--- src/rtl/lgs_pkg.sv ---
// lgs_pkg: shared constants, command codes, state codes and the
// control/status structs of the life grid stepper.
// No dependencies; every rtl file imports it.
package lgs_pkg;

   localparam int MAX_ROWS = 64;
   localparam int MAX_COLS = 64;

   localparam int ROW_W = $clog2(MAX_ROWS);
   localparam int COL_W = $clog2(MAX_COLS);
   localparam int DIM_W = $clog2(((MAX_ROWS > MAX_COLS) ? MAX_ROWS : MAX_COLS) + 1);
   localparam int CNT_W = $clog2(MAX_ROWS + 2);
   localparam int CFG_W = 7;
   localparam int IDX_W = 2;
   localparam int GEN_W = 32;
   localparam int CMD_W = 2;
   localparam int NBR_W = 4;

   localparam logic [IDX_W-1:0] REG_GRID_ROWS = IDX_W'(0);
   localparam logic [IDX_W-1:0] REG_GRID_COLS = IDX_W'(1);

   typedef enum logic [CMD_W-1:0] {
      OP_WRITE = 2'd0,
      OP_STEP  = 2'd1,
      OP_READ  = 2'd2,
      OP_NONE  = 2'd3
   } lgs_op_type;

   typedef enum logic [2:0] {
      ST_IDLE,
      ST_DECODE,
      ST_READ,
      ST_STEP,
      ST_DRAIN,
      ST_FINISH
   } lgs_state_type;

   typedef struct packed {
      logic             latch_req;
      logic             cell_wr;
      logic [ROW_W-1:0] rd_row;
      logic             shift;
      logic             row_wr;
      logic [ROW_W-1:0] wr_row;
      logic             cell_cap;
      logic             step_done;
      logic             load_rsp;
   } lgs_cmd_type;

   typedef struct packed {
      lgs_op_type       op;
      logic             err;
      logic [ROW_W-1:0] req_row;
      logic [DIM_W-1:0] rows;
   } lgs_status_type;

endpackage

--- src/rtl/lgs_ctrl.sv ---
// lgs_ctrl: sequencer of the life grid stepper. Runs the handshakes,
// decodes each word and sweeps the rows during a step. Uses lgs_pkg.
module lgs_ctrl (
   input  logic                   clock,
   input  logic                   reset,
   input  logic                   req_valid,
   output logic                   req_ready,
   output logic                   rsp_valid,
   input  logic                   rsp_ready,
   input  lgs_pkg::lgs_status_type status,
   output lgs_pkg::lgs_cmd_type    cmd
);
   import lgs_pkg::*;

   lgs_state_type    state_ff, state_in;
   logic [CNT_W-1:0] cnt_ff, cnt_in;
   logic             wr_pend_ff, wr_pend_in;
   logic [ROW_W-1:0] wr_row_ff, wr_row_in;
   logic             rsp_valid_ff, rsp_valid_in;
   logic [CNT_W-1:0] last_cnt;

   assign last_cnt  = CNT_W'(status.rows) + CNT_W'(1);
   assign req_ready = (state_ff == ST_IDLE);
   assign rsp_valid = rsp_valid_ff;

   always_ff @(posedge clock) begin
      if (reset) begin
         state_ff     <= ST_IDLE;
         cnt_ff       <= '0;
         wr_pend_ff   <= 1'b0;
         wr_row_ff    <= '0;
         rsp_valid_ff <= 1'b0;
      end else begin
         state_ff     <= state_in;
         cnt_ff       <= cnt_in;
         wr_pend_ff   <= wr_pend_in;
         wr_row_ff    <= wr_row_in;
         rsp_valid_ff <= rsp_valid_in;
      end
   end

   always_comb begin
      state_in      = state_ff;
      cnt_in        = cnt_ff;
      wr_pend_in    = 1'b0;
      wr_row_in     = wr_row_ff;
      rsp_valid_in  = rsp_valid_ff && !rsp_ready;
      cmd           = '0;
      cmd.row_wr    = wr_pend_ff;
      cmd.wr_row    = wr_row_ff;
      case (state_ff)
         ST_IDLE: begin
            if (req_valid) begin
               cmd.latch_req = 1'b1;
               state_in      = ST_DECODE;
            end
         end
         ST_DECODE: begin
            case (status.op)
               OP_WRITE: begin
                  cmd.cell_wr = !status.err;
                  state_in    = ST_FINISH;
               end
               OP_READ: begin
                  cmd.rd_row = status.req_row;
                  state_in   = status.err ? ST_FINISH : ST_READ;
               end
               OP_STEP: begin
                  cnt_in   = '0;
                  state_in = ST_STEP;
               end
               default: state_in = ST_FINISH;
            endcase
         end
         ST_READ: begin
            cmd.cell_cap = 1'b1;
            state_in     = ST_FINISH;
         end
         ST_STEP: begin
            // read order: last row, rows 0 .. last, then row 0 again
            cmd.shift = 1'b1;
            if (cnt_ff == '0) begin
               cmd.rd_row = ROW_W'(status.rows - DIM_W'(1));
            end else if (cnt_ff == last_cnt) begin
               cmd.rd_row = '0;
            end else begin
               cmd.rd_row = ROW_W'(cnt_ff - CNT_W'(1));
            end
            // window is full from the third read on; write one row behind
            wr_pend_in = (cnt_ff >= CNT_W'(2));
            wr_row_in  = ROW_W'(cnt_ff - CNT_W'(2));
            cnt_in     = cnt_ff + CNT_W'(1);
            if (cnt_ff == last_cnt) begin
               state_in = ST_DRAIN;
            end
         end
         ST_DRAIN: begin
            cmd.step_done = 1'b1;
            state_in      = ST_FINISH;
         end
         ST_FINISH: begin
            if (!rsp_valid_ff || rsp_ready) begin
               cmd.load_rsp = 1'b1;
               rsp_valid_in = 1'b1;
               state_in     = ST_IDLE;
            end
         end
         default: state_in = ST_IDLE;
      endcase
   end

endmodule

--- config.mk ---
export PLATFORM = sky130hd
export DESIGN_NAME = lgs_ctrl
export DESIGN_NICKNAME = d
export VERILOG_FILES = /design/src/rtl/lgs_pkg.sv /design/src/rtl/lgs_ctrl.sv
export SDC_FILE = /design/constraint.sdc
export NUM_CORES = 1
export LEC_CHECK = 0
export BUFFER_PORTS_ARGS = -buffer_cell sky130_fd_sc_hd__buf_2
export CAP_MARGIN = 20
export CORE_UTILIZATION = 40
export DETAILED_ROUTE_END_ITERATION = 10
export SYNTH_ARGS = -nofsm -noshare
export SYNTH_HDL_FRONTEND = slang
export SYNTH_SLANG_ARGS = --single-unit
--- constraint.sdc ---
create_clock -name clock -period 5.3 [get_ports clock]
set_input_delay 0.265 -clock clock [delete_from_list [all_inputs] [get_ports clock]]
set_output_delay 0.265 -clock clock [all_outputs]
set_load 0.01 [all_outputs]
==> results.json, run 1 <==
{
  "status": "completed",
  "syn-mean-instance-area_sq_um": 7.87,
  "drive_above_1_share_pct": 22.2,
  "clock_latency_ns": 0.25,
  "ios": 41,
  "relSlewSlack_pct": 64.6,
  "hold_path_class": "primary input to register",
  "layout_min_cycle_time_ns": 2.59,
  "tns_ns": 0,
  "fin_crit_sh_pct": 48.8,
  "clockBufferDepth": 2,
  "vdd_drop_max_mv": 0.133,
  "power_density_nw_per_um2": 182,
  "design_area_sq_um": 1790,
  "drtAntennaViolNets": 0,
  "async_reset_ff_share_pct": 0,
  "worstMarginPinSlew_ns": 0.530,
  "arrival_ns": 2.32,
  "start_util_pct": 42.3,
  "setup_viol": 0,
  "fp.dieArea_sq_um": 4150,
  "startpoint_type": "register",
  "grt_max_degree": 19,
  "post-synth-top-count-cell": "nand2_1",
  "post-cts-setup-buffers": 0,
  "synth_common_cells": "21 x nand2_1, 18 x dfxtp_1, 18 x nor2_1",
  "die_w_microns": 64.4,
  "netlist_top_cells_area": "dfxtp_1 23%, ha_1 9.6%, xnor2_1 5.6%",
  "grtUsageTotal_pct": 18.8,
  "critPathMaxFanout": 18,
  "dieHeight_microns": 64.4,
  "final_net_count": 258,
  "leakagePower_uw": 0.000825,
  "cts_max_level": 1,
  "multiInputGateArea_sq_um": 1080,
  "min_from": "rsp_ready",
  "dpl.hpwl_mm": 2.76,
  "synth_fp_nets": 230,
  "core-area_sq_um": 3690,
  "grt_pass1_wl_mm": 6.10,
  "synth_seq_cells": 18,
  "crit_path_start": "state_ff[0]",
  "rsz0062_at_grt": "no",
  "max_freq_mhz": 387,
  "drt-total-wl_mm": 3.66,
  "drc": 0,
  "cts-buffers-inserted": 3,
  "rows": 22,
  "n_fill_cell": 394,
  "r2r_start": "state_ff[0]",
  "synth-edff-count": 0,
  "placed_cells": 269,
  "wl_per_cell_microns": 13.4,
  "antenna_cells": 0,
  "area_growth_pct": 15.1,
  "ctsHoldBuffers": 0,
  "grt_pass1_vias": 1290,
  "report.power.total_uw": 326,
  "synth.top_cell.area_share_pct": 23.1,
  "synth_top_area_cell": "dfxtp_1",
  "synth_top_flop_cell": "dfxtp_1",
  "yosys_warnings": 0,
  "final_cells": 273,
  "antenna_found_initial": 0,
  "portBuffers": 40,
  "cts_resized": 0,
  "via_per_inst": 5.28,
  "yosysUniqueCellTypes": 45,
  "dpl_cell_area_sq_um": 1740,
  "drt_first_pass_iters": 4,
  "utilization_pct": 48.6,
  "required_ns": 5.04,
  "clk_pin_slew_ns": 0.07,
  "cp-end-kind": "primary output",
  "gp_congestion": 0.735,
  "vias": 1441,
  "hold_viol_final": 0,
  "synth_area_sq_um": 1560,
  "drv_cap": 0,
  "clock-sinks": 18,
  "drt_iter0_markers": 84,
  "drv_slew": 0,
  "yosysSeqAreaShare_pct": 23.1,
  "grt-ovfl-total": 0,
  "criticalPathCategory": "register to primary output",
  "root_buffer": "clkbuf_8",
  "seqCellArea_sq_um": 360,
  "fin_skew_ns": 0.000600,
  "cts_tree": "built",
  "synth_cells": 198
}
## cell usage in the layout, fill, tap and decap left out, types with 2 or more instances in the layout
cell type / netlist / routed
xor2_1: 8 / 8
o21ai_1: 2 / 2
ha_1: 12 / 12
xnor2_1: 10 / 10
or4_1: 3 / 3
inv_1: 10 / 10
o31ai_1: 7 / 7
nand3b_1: 3 / 3
clkbuf_8: 0 / 4
a22oi_1: 6 / 6
nand3_1: 7 / 7
nand2_1: 21 / 21
dfxtp_1: 18 / 18
a21oi_1: 11 / 11
and3_1: 2 / 2
nand4b_1: 2 / 2
o211a_1: 2 / 2
buf_2: 4 / 40
o21ai_0: 5 / 5
nor3b_1: 3 / 3
a31oi_1: 2 / 2
a211oi_1: 5 / 5
nor3_1: 3 / 3
nand2b_1: 4 / 4
nor2_1: 18 / 18
## cell families after synthesis
family,count (synthesis),synth area share [%]
compound gates,47,21.8
xor+xnor,19,11.6
fa+ha+maj,12,9.63
buf+inv,28,7.79
flops,18,23.1
mux,1,0.722
simple gates,73,25.3
## where the power goes
part / internal, uW / switching (uW)
Sequential: 139 / 7.55
Clock: 66.0 / 44.6
Combinational: 30.6 / 38.7
## state kept, by name (all words and copies together), names as in the netlist
signal and cells:
wr_row_ff 6, state_ff 3, wr_pend_ff 1, rsp_valid 1
cnt_ff 7
## final cells by class
cell class,instances,area share (%)
timing repair buffer,40,11.2
multi-input combinational,152,60.0
inverter,11,2.30
clock buffer,4,3.07
tap,48,3.35
sequential,18,20.1
## worst max-delay path, cell delays in order (launching register included)
cell	delay (ns)
dfxtp_1	0.57
nand3b_1	0.44
inv_2	0.40
nand2_1	0.22
o31ai_1	0.25
buf_2	0.18
## per-stage QoR
stage               worst slack, ns  hold WS (ns)
floorplan                      3.26         0.481
global placement               2.87         0.449
detailed placement             2.83         0.448
CTS                            2.69         0.341
global route                   2.48         0.376
finish                         2.71         0.336
## per-layer routing
layer | track usage, % | share of wire [%] | up-vias | wire, microns
met4 | 5.83 | 0.52 | 0 | 19
met5 | 0 | 0 | - | 0
met2 | 30.7 | 45 | 31 | 1650
met1 | 25.6 | 51 | 656 | 1860
li1 | - | - | 750 | -
met3 | 2.29 | 3.6 | 4 | 130
## final timing paths
check,endpoint,slack [ns],cells after the start
max,cmd[12],2.71,5
min,rsp_valid,0.34,3
max reg2reg,cnt_ff[6],3.05,6
min reg2reg,wr_row_ff[0],0.46,2
Power figures use the tool's default switching activity.
==> run 2: changes to the inputs <==
==> constraint.sdc (replaced) <==
create_clock -name clock -period 2.5 [get_ports clock]
set_input_delay 0.125 -clock clock [delete_from_list [all_inputs] [get_ports clock]]
set_output_delay 0.125 -clock clock [all_outputs]
set_load 0.01 [all_outputs]
==> results.json, run 2 (same netlist as run 1, synthesis figures left out) <==
{
  "clock_latency_ns": 0.25,
  "cp-end-kind": "primary output",
  "arrival_ns": 2.08,
  "final_cells": 280,
  "r2r-end": "state_ff[2]",
  "area_growth_pct": 18.5,
  "dp_slack_ns": 0.271,
  "fin_crit_sh_pct": 88.3,
  "final_net_count": 265,
  "final_cell_mix": "40 x buf_2, 21 x nand2_1, 18 x nor2_1, 18 x dfxtp_1, 12 x ha_1",
  "slowest_delay_ns": 0.45,
  "grt_max_degree": 18,
  "regMostFlops": "cnt_ff",
  "antenna_found_initial": 0,
  "required_ns": 2.38,
  "status": "completed",
  "start_util_pct": 42.3,
  "criticalPathCategory": "register to primary output",
  "fp.dieArea_sq_um": 4150,
  "fin_skew_ns": 0.00951,
  "cpLargestDelayFamily": "XOR/XNOR gates",
  "rows": 22,
  "drv_cap": 0,
  "relSlewSlack_pct": 70.5,
  "drt_iter0_markers": 93,
  "setup_viol": 0,
  "grtUsageTotal_pct": 19.2,
  "drtAntennaViolNets": 0,
  "drive_above_1_share_pct": 24.6,
  "ios": 41,
  "vias": 1449,
  "placed_cells": 274,
  "drt_first_pass_iters": 4,
  "hold_viol_final": 0,
  "clock-sinks": 18,
  "min_from": "rsp_ready",
  "root_buffer": "clkbuf_8",
  "portBuffers": 40,
  "critPathMaxFanout": 7,
  "drc": 0,
  "mostFrequentLayoutCell": "buf_2",
  "ff2ff_path_depth": 7,
  "cts_tree": "built",
  "cts_max_level": 1,
  "largestRegisters": "cnt_ff x7, wr_row_ff x6, state_ff x3",
  "wl_per_cell_microns": 13.0,
  "rsz0062_at_grt": "no",
  "cpMaxStageDelayCell": "xor3_1",
  "grt_pass1_vias": 1369,
  "leakagePower_uw": 0.000860,
  "largest_register_ffs": 7,
  "clk_pin_slew_ns": 0.06,
  "hold_path_class": "primary input to register",
  "drv_slew": 0,
  "power_density_nw_per_um2": 376,
  "die_w_microns": 64.4,
  "n_fill_cell": 404,
  "crit_path_start": "cnt_ff[6]",
  "dpl.hpwl_mm": 2.84,
  "via_per_inst": 5.18,
  "r2r_setup_slack_ns": 0.60,
  "drt-total-wl_mm": 3.63,
  "hold_path_end": "rsp_valid",
  "crit_buf_inv": 2,
  "startpoint_type": "register",
  "cts-buffers-inserted": 3,
  "grt_pass1_wl_mm": 6.27,
  "crit_chain": "xor3_1 -> nor4_2 -> o31ai_2 -> a221oi_4 -> buf_4 -> o31ai_1 -> buf_2",
  "max_freq_mhz": 453,
  "core-area_sq_um": 3690,
  "min_path_cells": 3,
  "layout_min_cycle_time_ns": 2.21,
  "gp_congestion": 0.800,
  "dieHeight_microns": 64.4,
  "antenna_cells": 0,
  "setup_slack_ns": 0.294,
  "grt-ovfl-total": 0,
  "r2r_start": "cnt_ff[6]",
  "worstMarginPinSlew_ns": 0.442,
  "clockBufferDepth": 2,
  "vdd_drop_max_mv": 0.341,
  "tns_ns": 0
}
==> run 2: timing repair <==
item | CTS | global route
buffers inserted | 0 | 2
endpoints found under the setup margin | 0 | 6
hold buffers | 0 | 0
gates resized for setup | 0 | 0
==> run 2: worst register-to-register path: stages, from the launching register on <==
cell	delay, ns
dfxtp_1	0.41
xor3_1	0.45
nor4_2	0.18
o31ai_2	0.11
a221oi_4	0.26
buf_4	0.19
buf_4	0.13
o211a_1	0.12
==> run 2: report_power, final <==
group          total, uW  internal (uW)  switching [uW]
clock                237            140            97.6
combinational        147           65.6            81.3
sequential           310            295            15.8
==> run 2: per-layer routing <==
layer | share of wire [%] | track usage (%) | vias to the layer above
li1 | - | - | 763
met1 | 50 | 26.2 | 665
met2 | 47 | 31.8 | 19
met3 | 2.9 | 3.17 | 2
met4 | 0.47 | 3.33 | 0
met5 | 0 | 0 | -
==> run 2: how the worst max path moves through the flow <==
stage                   end  cells past startpoint  slack (ns)
finish              cmd[12]                      7        0.29
global route        cmd[12]                      7        0.12
CTS                 cmd[13]                      6        0.15
detailed placement  cmd[13]                      8        0.27
global placement    cmd[13]                      8        0.35
floorplan           cmd[16]                      7        0.70
==> run 2: cell type report <==
cell class	instances	area (sq um)	area share, %
multi-input combinational	152	1080	58.3
sequential	18	360	19.5
timing repair buffer	47	253	13.7
tap	48	60.1	3.25
clock buffer	4	55.1	2.98
inverter	11	41.3	2.24
==> run 2: through the flow <==
stage	instance area [sq um]	hold slack (ns)	total power (uW)	utilization (%)
finish	1850	0.198	695	50.1
global route	1850	0.240	736	50.1
CTS	1830	0.202	700	49.7
detailed placement	1780	0.447	465	48.2
global placement	1780	0.448	466	48.2
floorplan	1560	0.299	416	-
